File: src/design/mono_lcd_shadow_draw_engine_unit_macros.svh
// assertion macros for the lcd shadow draw engine
// used by the module that carries concurrent checks; no other dependencies
`ifndef MONO_LCD_SHADOW_DRAW_ENGINE_UNIT_MACROS_SVH
`define MONO_LCD_SHADOW_DRAW_ENGINE_UNIT_MACROS_SVH

// same-cycle implication, checked outside reset
`define MLSD_ASSERT_IMP(lbl, clk, rstn, ante, cons) \
  lbl: assert property (@(posedge clk) disable iff (!rstn) (ante) |-> (cons)) \
    else $error("mlsd assertion failed");

// next-cycle implication, checked outside reset
`define MLSD_ASSERT_NXT(lbl, clk, rstn, ante, cons) \
  lbl: assert property (@(posedge clk) disable iff (!rstn) (ante) |=> (cons)) \
    else $error("mlsd assertion failed");

`endif

File: src/design/mlsd_pkg.sv
// shared types and constants of the lcd shadow draw engine
// no dependencies
package mlsd_pkg;

  localparam int DEF_COLUMNS = 128;
  localparam int DEF_ROWS    = 64;

  typedef enum logic [2:0] {
    ACT_WR_BYTE = 3'd0,
    ACT_WR_DOT  = 3'd1,
    ACT_RD_BYTE = 3'd2,
    ACT_RD_DOT  = 3'd3,
    ACT_VLINE   = 3'd4
  } action_e;

  typedef enum logic [1:0] {
    ST_CLEAR,
    ST_IDLE,
    ST_READ,
    ST_MOD
  } state_e;

  localparam logic KIND_WRITE = 1'b0;
  localparam logic KIND_READ  = 1'b1;

  // frame store port controls, address travels alongside
  typedef struct packed {
    logic       we;
    logic       re;
    logic [7:0] wdata;
  } mem_ctl_t;

endpackage

File: src/design/mlsd_engine.sv
// request sequencer: clearing sweep, read-modify-write per page, result register
// depends on mlsd_pkg and the assertion macro header
`include "mono_lcd_shadow_draw_engine_unit_macros.svh"

module mlsd_engine #(
  parameter int COLUMNS = mlsd_pkg::DEF_COLUMNS,
  parameter int ROWS    = mlsd_pkg::DEF_ROWS,
  parameter int DEPTH   = COLUMNS * ((ROWS + 7) / 8),
  parameter int AW      = $clog2(DEPTH)
) (
  input  logic               clk_i,
  input  logic               rst_ni,
  input  logic               start,
  output logic               busy,
  input  logic [2:0]         action_i,
  input  logic [6:0]         column_i,
  input  logic [2:0]         page_i,
  input  logic [5:0]         row_i,
  input  logic [5:0]         row_end_i,
  input  logic [7:0]         value_i,
  output mlsd_pkg::mem_ctl_t mem_ctl_o,
  output logic [AW-1:0]      mem_addr_o,
  input  logic [7:0]         mem_rdata_i,
  output logic               strobe_o,
  output logic               kind_o,
  output logic [2:0]         out_page_o,
  output logic [6:0]         out_column_o,
  output logic [7:0]         data_o,
  output logic               last_o
);

  localparam int PAGES = (ROWS + 7) / 8;
  localparam logic [5:0] ROW_MAX = 6'(ROWS - 1);

  mlsd_pkg::state_e  state_q, state_d;
  mlsd_pkg::action_e act_q, act_d;
  logic [6:0]    col_q, col_d;
  logic [2:0]    pg_q, pg_d;
  logic [2:0]    bit_q, bit_d;
  logic [5:0]    y1_q, y1_d;
  logic [7:0]    val_q, val_d;
  logic [AW-1:0] clr_q, clr_d;

  logic       strobe_q, strobe_d;
  logic       kind_q, kind_d;
  logic [2:0] opg_q, opg_d;
  logic [6:0] ocol_q, ocol_d;
  logic [7:0] data_q, data_d;
  logic       last_q, last_d;

  logic       accept;
  logic       col_ok, pg_ok, row_ok;
  logic [5:0] y0c, y1c, lo, hi;
  logic       go_mem;
  logic       final_pg;
  logic       clr_done;
  logic [7:0] mask, new_byte;

  assign accept   = start && (state_q == mlsd_pkg::ST_IDLE);
  assign col_ok   = 32'(column_i) < COLUMNS;
  assign pg_ok    = 32'(page_i) < PAGES;
  assign row_ok   = 32'(row_i) < ROWS;
  assign y0c      = (32'(row_i) >= ROWS) ? ROW_MAX : row_i;
  assign y1c      = (32'(row_end_i) >= ROWS) ? ROW_MAX : row_end_i;
  assign lo       = (y0c > y1c) ? y1c : y0c;
  assign hi       = (y0c > y1c) ? y0c : y1c;
  assign final_pg = (pg_q == y1_q[5:3]);
  assign clr_done = (clr_q == AW'(DEPTH - 1));

  always_comb begin
    case (mlsd_pkg::action_e'(action_i))
      mlsd_pkg::ACT_WR_BYTE: go_mem = col_ok && pg_ok;
      mlsd_pkg::ACT_WR_DOT:  go_mem = col_ok && row_ok;
      mlsd_pkg::ACT_RD_BYTE: go_mem = col_ok && pg_ok;
      mlsd_pkg::ACT_RD_DOT:  go_mem = col_ok && row_ok;
      mlsd_pkg::ACT_VLINE:   go_mem = col_ok;
      default:               go_mem = 1'b0;
    endcase
  end

  // next state
  always_comb begin
    state_d = state_q;
    case (state_q)
      mlsd_pkg::ST_CLEAR: if (clr_done) state_d = mlsd_pkg::ST_IDLE;
      mlsd_pkg::ST_IDLE:  if (accept && go_mem) state_d = mlsd_pkg::ST_READ;
      mlsd_pkg::ST_READ:  state_d = mlsd_pkg::ST_MOD;
      mlsd_pkg::ST_MOD: begin
        if (act_q == mlsd_pkg::ACT_VLINE && !final_pg) begin
          state_d = mlsd_pkg::ST_READ;
        end else begin
          state_d = mlsd_pkg::ST_IDLE;
        end
      end
      default: state_d = mlsd_pkg::ST_IDLE;
    endcase
  end

  // byte update for the modify step
  always_comb begin
    mask = 8'h00;
    if (act_q == mlsd_pkg::ACT_WR_DOT) begin
      mask = 8'h01 << bit_q;
    end else begin
      mask = 8'hFF << bit_q;
      if (final_pg) begin
        mask = mask & (8'hFF >> (3'd7 - y1_q[2:0]));
      end
    end
    if (act_q == mlsd_pkg::ACT_WR_BYTE) begin
      new_byte = val_q;
    end else if (val_q[0]) begin
      new_byte = mem_rdata_i | mask;
    end else begin
      new_byte = mem_rdata_i & ~mask;
    end
  end

  // outputs and datapath
  always_comb begin
    act_d     = act_q;
    col_d     = col_q;
    pg_d      = pg_q;
    bit_d     = bit_q;
    y1_d      = y1_q;
    val_d     = val_q;
    clr_d     = clr_q;
    strobe_d  = 1'b0;
    kind_d    = kind_q;
    opg_d     = opg_q;
    ocol_d    = ocol_q;
    data_d    = data_q;
    last_d    = last_q;
    mem_ctl_o = '0;
    mem_addr_o = AW'(pg_q) * AW'(COLUMNS) + AW'(col_q);
    case (state_q)
      mlsd_pkg::ST_CLEAR: begin
        mem_ctl_o.we = 1'b1;
        mem_addr_o   = clr_q;
        clr_d        = clr_q + AW'(1);
      end
      mlsd_pkg::ST_IDLE: begin
        if (accept) begin
          act_d = mlsd_pkg::action_e'(action_i);
          col_d = column_i;
          val_d = value_i;
          y1_d  = hi;
          case (mlsd_pkg::action_e'(action_i))
            mlsd_pkg::ACT_WR_BYTE, mlsd_pkg::ACT_RD_BYTE: begin
              pg_d  = page_i;
              bit_d = 3'd0;
            end
            mlsd_pkg::ACT_VLINE: begin
              pg_d  = lo[5:3];
              bit_d = lo[2:0];
            end
            default: begin
              pg_d  = row_i[5:3];
              bit_d = row_i[2:0];
            end
          endcase
          // out-of-range reads answer zero without touching the store
          if (!go_mem && (action_i == mlsd_pkg::ACT_RD_BYTE ||
                          action_i == mlsd_pkg::ACT_RD_DOT)) begin
            strobe_d = 1'b1;
            kind_d   = mlsd_pkg::KIND_READ;
            opg_d    = (action_i == mlsd_pkg::ACT_RD_BYTE) ? page_i : row_i[5:3];
            ocol_d   = column_i;
            data_d   = 8'h00;
            last_d   = 1'b1;
          end
        end
      end
      mlsd_pkg::ST_READ: begin
        mem_ctl_o.re = 1'b1;
      end
      mlsd_pkg::ST_MOD: begin
        strobe_d = 1'b1;
        opg_d    = pg_q;
        ocol_d   = col_q;
        last_d   = 1'b1;
        if (act_q inside {mlsd_pkg::ACT_RD_BYTE, mlsd_pkg::ACT_RD_DOT}) begin
          kind_d = mlsd_pkg::KIND_READ;
          data_d = (act_q == mlsd_pkg::ACT_RD_BYTE) ? mem_rdata_i
                                                    : {7'd0, mem_rdata_i[bit_q]};
        end else begin
          kind_d          = mlsd_pkg::KIND_WRITE;
          data_d          = new_byte;
          mem_ctl_o.we    = 1'b1;
          mem_ctl_o.wdata = new_byte;
          if (act_q == mlsd_pkg::ACT_VLINE && !final_pg) begin
            last_d = 1'b0;
            pg_d   = pg_q + 3'd1;
            bit_d  = 3'd0;
          end
        end
      end
      default: ;
    endcase
  end

  always_ff @(posedge clk_i or negedge rst_ni) begin
    if (!rst_ni) begin
      state_q  <= mlsd_pkg::ST_CLEAR;
      clr_q    <= '0;
      strobe_q <= 1'b0;
    end else begin
      state_q  <= state_d;
      clr_q    <= clr_d;
      strobe_q <= strobe_d;
    end
  end

  always_ff @(posedge clk_i) begin
    act_q  <= act_d;
    col_q  <= col_d;
    pg_q   <= pg_d;
    bit_q  <= bit_d;
    y1_q   <= y1_d;
    val_q  <= val_d;
    kind_q <= kind_d;
    opg_q  <= opg_d;
    ocol_q <= ocol_d;
    data_q <= data_d;
    last_q <= last_d;
  end

  assign busy         = (state_q != mlsd_pkg::ST_IDLE);
  assign strobe_o     = strobe_q;
  assign kind_o       = kind_q;
  assign out_page_o   = opg_q;
  assign out_column_o = ocol_q;
  assign data_o       = data_q;
  assign last_o       = last_q;

  `MLSD_ASSERT_IMP(a_no_rd_wr_same_cycle, clk_i, rst_ni, mem_ctl_o.re, !mem_ctl_o.we)
  `MLSD_ASSERT_NXT(a_accept_goes_busy, clk_i, rst_ni, accept && go_mem, busy)
  `MLSD_ASSERT_NXT(a_strobe_source, clk_i, rst_ni,
                   !(state_q == mlsd_pkg::ST_MOD || state_q == mlsd_pkg::ST_IDLE), !strobe_q)
  `MLSD_ASSERT_IMP(a_line_continues, clk_i, rst_ni, strobe_q && !last_q,
                   state_q == mlsd_pkg::ST_READ && act_q == mlsd_pkg::ACT_VLINE)
  `MLSD_ASSERT_NXT(a_clear_runs_full, clk_i, rst_ni,
                   state_q == mlsd_pkg::ST_CLEAR && !clr_done, state_q == mlsd_pkg::ST_CLEAR)

endmodule

File: config.mk
export PLATFORM = sky130hd
export DESIGN_NAME = mlsd_engine
export DESIGN_NICKNAME = d
export VERILOG_FILES = /design/src/design/mlsd_pkg.sv /design/src/design/mlsd_engine.sv
export VERILOG_INCLUDE_DIRS = /design/src /design/src/design
export SDC_FILE = /design/constraint.sdc
export NUM_CORES = 1
export LEC_CHECK = 0
export BUFFER_PORTS_ARGS = -buffer_cell sky130_fd_sc_hd__buf_2
export CAP_MARGIN = 20
export CORE_ASPECT_RATIO = 1.1
export CORE_MARGIN = 2
export CORE_UTILIZATION = 49
export DETAILED_ROUTE_END_ITERATION = 12
export PLACE_DENSITY = 0.88
export SYNTH_ARGS = -nofsm -noshare
export SYNTH_HDL_FRONTEND = slang
export SYNTH_SLANG_ARGS = --single-unit
File: constraint.sdc
create_clock -name clk_i -period 2.28 [get_ports clk_i]
set_input_delay 0.114 -clock clk_i [delete_from_list [all_inputs] [get_ports clk_i]]
set_output_delay 0.114 -clock clk_i [all_outputs]
set_load 0.02 [all_outputs]
# --- Yosys cells after proc, flatten, opt, wreduce, memory -nomap -nowiden ---
# Cells that the tools add are included.
# Widths: inputs -> output; s select.
totals:
  regBits: 63
  inputBits: 44
  elab_cells: 116
op_classes:
  addsub: 4
  order_cmp: 2
  eq_ne: 20
  shift: 3
  mux: 51
  bitwise_logic: 4
  reduce_logical: 18
ops:
  columns: ["operator", "count"]
  rows:
  - ["$mux 8", 10]
  - ["$pmux 3 s2", 5]
  - ["$mux 3", 9]
  - ["$and 8x8->8", 2]
  - ["$pmux 8 s2", 1]
  - ["$mux 7", 2]
  - ["$pmux 7 s2", 1]
  - ["$eq 3x2->1 const B", 4]
  - ["$mux 6", 2]
  - ["$mux 1", 11]
  - ["$add 10x1->10 const B", 1]
  - ["$add 10x7->10", 1]
  - ["$eq 10x10->1 const B", 1]
  - ["$mux 10", 1]
  - ["$ne 2x2->1 const B", 4]
  - ["$not 8->8", 1]
  - ["$or 8x8->8", 1]
  - ["$pmux 1 s2", 4]
  - ["$pmux 2 s4", 1]
  - ["$shl 1x3->8 const A", 1]
  - ["$shl 8x3->8 const A", 1]
  - ["$shr 8x3->8 const A", 1]
  - ["$eq 3x1->1 const B", 2]
  - ["$eq 3x3->1 const B", 2]
  - ["other kinds (21)", 33]

# --- Depth between registers and ports, before layout ---
# Gate-level depths: netlist of the first run.
depth:
  ltp_word: 11
  depth_mapped: 8

# --- Worst setup path before layout of the first run ---
# Ideal clock, no wire load.
synth_timing:
  kind: "reg-to-reg"
  from: "register state_q[0]"
  to: "register bit_q[0] (enable)"
  setup_time_ns: 0.319
  arrival_ns: 1.978
  required_time_ns: 1.961
  path_slack_ns: -0.018
  stages_incl_launch_ff: 5
  path_buffers: 0
  cell_sequence: "dfrtp_1 -> ha_1 -> inv_1 -> nor2_1 -> o21a_1"
synth_between:
  elab_chain_len: 4
synth_lines:
  columns: ["item", "line_no", "rtl"]
  rows:
  - ["start, declared", "mlsd_engine.sv:35", "mlsd_pkg::state_e state_q, state_d;"]
  - ["start signal, assigned", "mlsd_engine.sv:204", "state_q <= mlsd_pkg::ST_CLEAR;"]
  - ["start signal, assigned", "mlsd_engine.sv:208", "state_q <= state_d;"]
  - ["$eq 2x1->1", "mlsd_engine.sv:59, mlsd_engine.sv:136", null]
  - ["$logic_and 1x1->1", "mlsd_engine.sv:59", "assign accept = start && (state_q == mlsd_pkg::ST_IDLE);"]
  - ["$ne 2x2->1 (no line)", null, null]
  - ["$reduce_and 4->1 (no line) (*)", null, null]
  - ["end signal, assigned", "mlsd_engine.sv:218", "bit_q <= bit_d;"]
  - ["end, declared", "mlsd_engine.sv:39", "logic [2:0] bit_q, bit_d;"]
# Mark *: on every way between the ends. The rest lies on a longest branch, timed or not.
# A chain may end at the register's enable or synchronous reset.

==> results of run 1 <==
[cells in the final DEF, fill, tap and decap left out, drive strengths merged, types with 3 or more instances in the layout]
cell / synthesis / layout
xor2: 10 / 10
a221o: 3 / 3
mux2: 19 / 19
a32o: 3 / 3
a21oi: 22 / 22
nand2b: 6 / 6
o21ai: 32 / 32
o2bb2ai: 7 / 7
o31ai: 3 / 3
clkbuf: 5 / 12
buf: 10 / 118
nor2: 22 / 22
ha: 12 / 12
nand2: 26 / 26
a211oi: 4 / 4
and3: 3 / 3
a31oi: 9 / 9
xnor2: 3 / 3
inv: 13 / 13
or3: 4 / 4
mux2i: 5 / 5
nand3: 4 / 4
nor3: 4 / 5
dfrtp: 13 / 13
edfxtp: 50 / 50
nand4: 3 / 3
dlygate4sd3: 0 / 16
[kinds of logic (layout without fill, tap and decap cells)]
| group | Yosys count | after routing | synth area share |
|---|---|---|---|
| AOI/OAI and AO/OA | 99 | 99 | 0.185 |
| xor gates and xnor gates | 13 | 13 | 0.0318 |
| adders and majority gates | 12 | 12 | 0.0419 |
| buffers and inverters | 28 | 164 | 0.0377 |
| DFF | 63 | 63 | 0.509 |
| muxes | 25 | 25 | 0.0799 |
| and+or+nand+nor | 82 | 84 | 0.114 |
[worst max-delay path, cell delays in order, from the launching register on]
cell      delay, ns
edfxtp_1       0.53
clkbuf_2       0.22
buf_4          0.16
nor3_2         0.13
buf_4          0.22
nor2_1         0.11
a211oi_1       0.26
buf_2          0.22
[path summary, 6_finish.rpt]
path                       slack [ns]            to  depth (start not counted)   startpoint
min in group asynchronous        0.19      clr_q[2]                          2       rst_ni
max in group asynchronous        1.82    state_q[0]                          2       rst_ni
max reg2reg                      0.16     data_o[3]                          4     act_q[0]
max                             -0.02  mem_ctl_o[5]                          7     act_q[2]
min                              0.02      act_q[2]                          1  action_i[2]
min reg2reg                      0.51      clr_q[9]                          1     clr_q[9]
[registers in the layout, indices dropped and copies added (netlist names), 3 cells and up]
name,count
val_q,8
bit_q,3
act_q,3
clr_q,10
col_q,7
pg_q,3
y1_q,6
out_column_o,7
data_o,8
out_page_o,3
[power by group]
group	leakage, nW	internal (W)	switching, W
Combinational	1.29	0.00125	0.00186
Clock	0.110	0.000645	0.000441
Sequential	0.632	0.00173	0.000300
[metrics by stage]
stage / setup slack [ns] / hold slack (ns) / power, W
floorplan: 0.292 / -0.182 / 0.00375
global placement: 0.277 / 0.00724 / 0.00439
detailed placement: 0.226 / 0.0144 / 0.00448
CTS: -0.0241 / 0.00736 / 0.00564
global route: -0.119 / 0.00741 / 0.00651
finish: -0.0162 / 0.0207 / 0.00622
[metal layers]
metal	track usage	part of all wire	vias to the layer above
li1	-	-	1495
met5	0	0	-
met3	0.0633	0.097	60
met2	0.380	0.48	265
met1	0.281	0.38	1575
met4	0.0847	0.040	0
[layout make-up]
class	instances	area (um^2)
repair buffers	135	843
inverters	13	48.8
clock inverters	5	81.3
well taps	85	106
multi-input cells	233	1780
flip-flops and latches	63	1830
clock buffers	11	141
fillers	475	2210
[timing repair]
item	in CTS	in global routing
setup buffers	3	24
pin swaps	1	5
gates resized for setup	2	26
hold endpoints to repair	28	0
hold buffers	16	0
setup endpoints to repair	7	12
gates cloned	1	1
==> impl_metrics.py, run 1 <==
metrics = {
    "detailed_routing": {
        "final_antenna_net_count": 0,
        "first_pass_iters": 5,
        "vias_per_cell": 6.23,
        "routed-via-count": 3395,
        "wl_um": 10600,
        "drt_iter0_drc": 537,
        "avgRoutedWirePerCell_um": 19.4,
        "drc": 0,
    },
    "logic_synthesis": {
        "synth_cell_types": 58,
        "synth_top_cell_by_area": "edfxtp_1",
        "yosysWarnings": 0,
        "synthesis.nets": 378,
        "ys.flop_type": "edfxtp_1",
        "synth_edf_count": 50,
        "syn_avg_cell_area_um2": 11.1,
        "synth_top_area_share": 0.419,
        "ys_top_cells_by_area": "edfxtp_1 42%, dfrtp_1 9.1%, mux2_2 6.0%, ha_1 4.2%, o21ai_0 4.2%",
        "synthesis.area_mm2": 0.00359,
        "synth.top_cells.by_count": "50 x edfxtp_1, 30 x o21ai_0, 26 x nand2_1",
        "yosys_register_bits": 63,
        "yosysMostFrequentCell": "edfxtp_1",
        "yosysSeqAreaShare": 0.509,
        "async_flop_share": 0.206,
        "syn-instance-count": 322,
    },
    "grt": {
        "grt_pass1_vias": 2864,
        "grt_overflow": 0,
        "grt_max_degree": 23,
        "grt_antenna_before_repair": 0,
        "grt_usage": 0.227,
        "grt_pass1_wl_um": 13900,
    },
    "place": {
        "dp.cells": 484,
        "place_hpwl_um": 6060,
        "dpl_cell_area_mm2": 0.00409,
        "io_buffer_count": 85,
        "gp_congestion": 0.850,
    },
    "pwr": {
        "p_per_area_mw_per_mm2": 1290,
        "irDropWorstVdd_uv": 843,
        "p_leak_nw": 2.03,
    },
    "worst_setup_path": {
        "startpoint_type": "register",
        "cp-end-kind": "output port",
        "arrival_ns": 2.18,
        "worstPathRequired_ns": 2.17,
        "crit_fanout": 10,
        "path_class": "reg2out",
    },
    "floorplan": {
        "die_width_um": 85.6,
        "io-pin-count": 86,
        "start_util": 0.509,
        "fp-row-count": 32,
        "die_area_mm2": 0.00802,
        "core_mm2": 0.00705,
        "die_y_um": 93.7,
    },
    "clocking": {
        "cts.clk_slew.worst_paths_ns": 0.06,
        "htreeDepth": 3,
        "root_buffer": "clkbuf_8",
        "insertion_delay_ns": 0.35,
        "tritoncts": "done",
        "cts_num_sinks": 63,
        "cts-buffers-inserted": 9,
        "clk_path_buf_depth": 2,
    },
    "sta": {
        "period_minus_slack_ns": 2.30,
        "finalClockSkew_ns": 0.0136,
        "relSlewSlack": 0.672,
        "setup_viol": 1,
        "finalMaxSlewViolations": 0,
        "final.setup.tns_ns": -0.0162,
        "worst_pin_slew_ns": 0.487,
        "final_hold_viol_count": 0,
        "fmax_mhz": 435,
        "fin_ws_ns": -0.0162,
        "period_share": 1.01,
    },
    "cells_and_area": {
        "fin_cells": 545,
        "stdcell_area_mm2": 0.00483,
        "drive_gt1_frac": 0.400,
        "fin_nets": 511,
        "final_util": 0.686,
        "area_growth_pct": 34.8,
        "n_antenna_cell": 0,
    },
    "outcome": {
        "status": "finished, violations left",
        "violations": "setup timing",
    },
    "run": {
        "cap_violations": 0,
    },
    "hold_path": {
        "hp-class": "in2reg",
    },
}
Note: power is estimated with default switching activity, not from simulation.
==> run 2, diff against run 1 <==
CORE_UTILIZATION = 28   (was 49)
PLACE_DENSITY = 0.58   (was 0.88)
clock period = 2.6 ns   (was 2.28 ns; I/O delays follow)
==> impl_metrics.py, run 2 (synthesis gave the netlist of run 1 again) <==
metrics = {
    "outcome": {
        "status": "completed",
    },
    "place": {
        "gp_congestion": 0.795,
        "place_hpwl_um": 6730,
        "io_buffer_count": 85,
        "dp.cells": 554,
        "dpl_cell_area_mm2": 0.00416,
    },
    "cells_and_area": {
        "seqCellArea_mm2": 0.00183,
        "n_fill_cell": 1231,
        "stdcell_area_mm2": 0.00465,
        "regMostFlops": "clr_q",
        "largest_reg_flops": 10,
        "area_growth_pct": 29.7,
        "multi_input_area_mm2": 0.00163,
        "layout_common_cells": "85 x buf_2, 50 x edfxtp_1, 30 x o21ai_0",
        "drive_gt1_frac": 0.322,
        "fin_nets": 480,
        "n_antenna_cell": 0,
        "fin_cells": 586,
        "layout_commonest_cell": "buf_2",
    },
    "floorplan": {
        "die_area_mm2": 0.0137,
        "die_y_um": 123,
        "die_width_um": 112,
        "fp-row-count": 43,
        "core_mm2": 0.0125,
        "io-pin-count": 86,
        "start_util": 0.286,
    },
    "worst_setup_path": {
        "crit_fanout": 12,
        "startpoint": "act_q[0]",
        "arrival_ns": 2.31,
        "reg2reg_from": "state_q[0]",
        "reg2reg_slack_ns": 0.59,
        "worstPathRequired_ns": 2.47,
        "r2r_cells": 6,
        "timing.rr.end": "data_o[3]",
        "path_class": "reg2out",
        "startpoint_type": "register",
        "cp-end-kind": "output port",
    },
    "sta": {
        "fin_hold_ws_ns": 0.0483,
        "relSlewSlack": 0.539,
        "finalMaxSlewViolations": 0,
        "rsz0062_at_grt": "no",
        "finalClockSkew_ns": 0.00699,
        "fmax_mhz": 410,
        "final.setup.tns_ns": 0,
        "worst_pin_slew_ns": 0.687,
        "period_share": 0.938,
        "period_minus_slack_ns": 2.44,
        "setup_viol": 0,
        "final_hold_viol_count": 0,
    },
    "pwr": {
        "internal-power_w": 0.00318,
        "irDropWorstVdd_uv": 583,
        "p_per_area_mw_per_mm2": 1120,
        "clkPwrFrac": 0.241,
        "p_comb_frac": 0.415,
        "p_leak_nw": 1.90,
        "switchingPower_w": 0.00205,
        "seqPwrFrac": 0.344,
        "swShare": 0.391,
    },
    "grt": {
        "grt_antenna_before_repair": 0,
        "grt_pass1_vias": 2816,
        "grt_pass1_wl_um": 14400,
        "grt_overflow": 0,
        "grt_max_degree": 23,
        "grt_usage": 0.134,
    },
    "clocking": {
        "tritoncts": "done",
        "cts-buffers-inserted": 9,
        "insertion_delay_ns": 0.32,
        "clk_path_buf_depth": 2,
        "cts_num_sinks": 63,
        "post_cts_buffers": 0,
        "root_buffer": "clkbuf_16",
        "htreeDepth": 3,
        "cts.clk_slew.worst_paths_ns": 0.05,
    },
    "detailed_routing": {
        "routed-via-count": 2900,
        "wl_um": 9030,
        "first_pass_iters": 5,
        "avgRoutedWirePerCell_um": 15.4,
        "drt_iter0_drc": 317,
        "drc": 0,
        "vias_per_cell": 4.95,
        "final_antenna_net_count": 0,
    },
    "hold_path": {
        "min_from": "action_i[2]",
        "hp-class": "in2reg",
        "whs_path_depth": 1,
        "hold_end": "act_q[2]",
    },
    "run": {
        "cap_violations": 0,
    },
}
[run 2: changes by cell type in the layout (fill, tap and decap cells not counted), sizes merged]
cell      before  now
bufinv         2    1
clkbuf        12   11
clkinv         2    1
inv           13   14
nor3           5    4
clkinvlp       1    2
or3b           2    1
buf          118   90
[run 2: worst max-delay path: stages (launching register included)]
cell and delay, ns:
edfxtp_1 0.54, nor3b_1 0.48, a21oi_1 0.08, a21boi_0 0.32, a21oi_1 0.14, a21oi_1 0.23
buf_2 0.20
[run 2: worst max path at each step]
stage	endpoint	slack, ns	cells after the start
finish	mem_ctl_o[6]	0.16	6
global route	mem_ctl_o[6]	0.01	6
CTS	mem_ctl_o[5]	0.19	5
detailed placement	bit_q[0]	0.52	7
global placement	mem_ctl_o[5]	0.51	5
floorplan	bit_q[0]	0.30	4
[run 2: timing repair]
item,4_1_cts,5_1_grt
hold buffers,16,0
endpoints found under the hold margin,28,0
gates resized for setup,0,1
endpoints found under the setup margin,0,1
[run 2: power by group through the flow]
stage	Combinational [W]	Clock [W]	Sequential, W
after floorplan	0.00144	0	0.00184
after global placement	0.00214	0	0.00180
after detailed placement	0.00216	0	0.00181
after CTS	0.00219	0.00129	0.00179
after global routing	0.00239	0.00133	0.00184
final	0.00217	0.00126	0.00180
[run 2: final cells by class]
cell class              instances  share of cell area
repair buffers                106               0.134
flip-flops and latches         63               0.393
multi-input cells             231               0.350
inverters                      13              0.0105
clock buffers                  11              0.0568
well taps                     157              0.0422
clock inverters                 5              0.0135
[run 2: per-layer routing]
metal  up-vias  wire (um)  part of all wire  track usage
met5         -          0                 0            0
met4         0        167             0.019       0.0563
li1       1427          -                 -            -
met1      1347       4120              0.46        0.175
met2       106       4310              0.48        0.221
met3        20        420             0.047       0.0217
[run 2: stage by stage]
step | setup WS, ns | util | power [W]
floorplan | 0.302 | - | 0.00329
global placement | 0.514 | 0.332 | 0.00394
detailed placement | 0.516 | 0.332 | 0.00397
CTS | 0.188 | 0.371 | 0.00527
global route | 0.00990 | 0.371 | 0.00556
finish | 0.162 | 0.371 | 0.00523
==> run 3, diff against run 2 <==
CELL_PAD_IN_SITES_DETAIL_PLACEMENT = 0   (was not set)
CELL_PAD_IN_SITES_GLOBAL_PLACEMENT = 1   (was not set)
GPL_TIMING_DRIVEN = 0   (was not set)
PLACE_DENSITY = 0.68   (was 0.58)
==> impl_metrics.py, run 3 (synthesis gave the netlist of run 1 again) <==
metrics = {
    "outcome": {
        "status": "completed",
    },
    "place": {
        "place_hpwl_um": 7020,
        "io_buffer_count": 85,
        "gp_congestion": 0.801,
        "dpl_cell_area_mm2": 0.00427,
        "post-place-ws_ns": 0.105,
    },
    "floorplan": {
        "die_width_um": 112,
        "die_area_mm2": 0.0137,
        "start_util": 0.286,
        "io-pin-count": 86,
        "die_y_um": 123,
        "core_mm2": 0.0125,
        "fp-row-count": 43,
    },
    "pwr": {
        "p_leak_nw": 1.93,
        "irDropWorstVdd_uv": 578,
        "p_per_area_mw_per_mm2": 1110,
    },
    "worst_setup_path": {
        "worstPathRequired_ns": 2.47,
        "cp-end-kind": "output port",
        "path_class": "reg2out",
        "crit_fanout": 10,
        "startpoint_type": "register",
        "arrival_ns": 2.32,
    },
    "clocking": {
        "htreeDepth": 3,
        "cts_num_sinks": 63,
        "post_cts_buffers": 0,
        "cts.clk_slew.worst_paths_ns": 0.05,
        "cts-buffers-inserted": 9,
        "clk_path_buf_depth": 2,
        "tritoncts": "done",
        "root_buffer": "clkbuf_16",
        "insertion_delay_ns": 0.33,
    },
    "sta": {
        "final.setup.tns_ns": 0,
        "finalMaxSlewViolations": 0,
        "final_hold_viol_count": 0,
        "finalClockSkew_ns": 0.00553,
        "fin_ws_ns": 0.147,
        "period_minus_slack_ns": 2.45,
        "worst_pin_slew_ns": 0.681,
        "relSlewSlack": 0.546,
        "setup_viol": 0,
        "fmax_mhz": 408,
        "period_share": 0.943,
        "rsz0062_at_grt": "no",
    },
    "cells_and_area": {
        "layout_common_cells": "89 x buf_2, 50 x edfxtp_1, 30 x o21ai_0",
        "n_antenna_cell": 0,
        "area_growth_pct": 31.2,
        "regMostFlops": "clr_q",
        "stdcell_area_mm2": 0.00470,
        "final_util": 0.375,
        "layout_commonest_cell": "buf_2",
        "drive_gt1_frac": 0.319,
        "largest_reg_flops": 10,
        "fin_nets": 491,
    },
    "grt": {
        "grt_pass1_vias": 2848,
        "grt_usage": 0.138,
        "grt_overflow": 0,
        "grt_pass1_wl_um": 14600,
        "grt_max_degree": 17,
        "grt_antenna_before_repair": 0,
    },
    "detailed_routing": {
        "avgRoutedWirePerCell_um": 15.4,
        "routed-via-count": 2930,
        "wl_um": 9160,
        "first_pass_iters": 5,
        "vias_per_cell": 4.92,
        "drc": 0,
        "drt_iter0_drc": 118,
        "final_antenna_net_count": 0,
    },
    "run": {
        "cap_violations": 0,
    },
    "hold_path": {
        "hp-class": "in2reg",
    },
}
[run 3: critical path, cell delays in order (launching register included)]
cell,delay [ns]
dfrtp_1,0.44
inv_1,0.11
ha_1,0.14
buf_2,0.21
buf_1,0.51
mux2_2,0.41
buf_2,0.16
[run 3: layout make-up]
cell class	instances	area, um^2
fillers	1254	7830
flip-flops and latches	63	1830
multi-input cells	231	1630
repair buffers	102	631
clock buffers	11	233
well taps	157	196
plain buffers	15	87.6
inverters	13	48.8
clock inverters	4	47.5
[run 3: stage by stage]
step,hold slack [ns],total power [W],cells
floorplan,-0.166,0.00329,322
global placement,0.0310,0.00396,564
detailed placement,0.0343,0.00407,566
CTS,0.00192,0.00525,596
global route,0.00720,0.00553,596
finish,0.00578,0.00521,596
[run 3: path summary, 6_finish.rpt]
path | start | end | slack [ns] | cells after the start
hold reg to reg | clr_q[9] | clr_q[9] | 0.50 | 1
setup / recovery | state_q[0] | mem_addr_o[3] | 0.15 | 6
hold / removal | column_i[3] | col_q[3] | 0.006 | 1
min in group asynchronous | rst_ni | strobe_o | 0.22 | 2
max in group asynchronous | rst_ni | clr_q[3] | 2.16 | 2
setup reg to reg | state_q[0] | out_column_o[5] | 0.40 | 4
[run 3: timing repair]
| item | 4_1_cts | 5_1_grt |
|---|---|---|
| setup endpoints to repair | 2 | 2 |
| gates resized for setup | 2 | 2 |
| hold buffers | 15 | 0 |
| hold endpoints to repair | 27 | 0 |
[run 3: power breakdown]
group / total, W / switching (W) / leakage, nW / internal [W]
Combinational: 0.00236 / 0.00144 / 1.16 / 0.000914
Clock: 0.00114 / 0.000409 / 0.135 / 0.000732
Sequential: 0.00171 / 0.000192 / 0.633 / 0.00152
[run 3: routing by layer]
layer,track usage,share of wire
met4,0.0772,0.026
met1,0.181,0.46
met5,0,0
met3,0.0227,0.045
met2,0.217,0.47
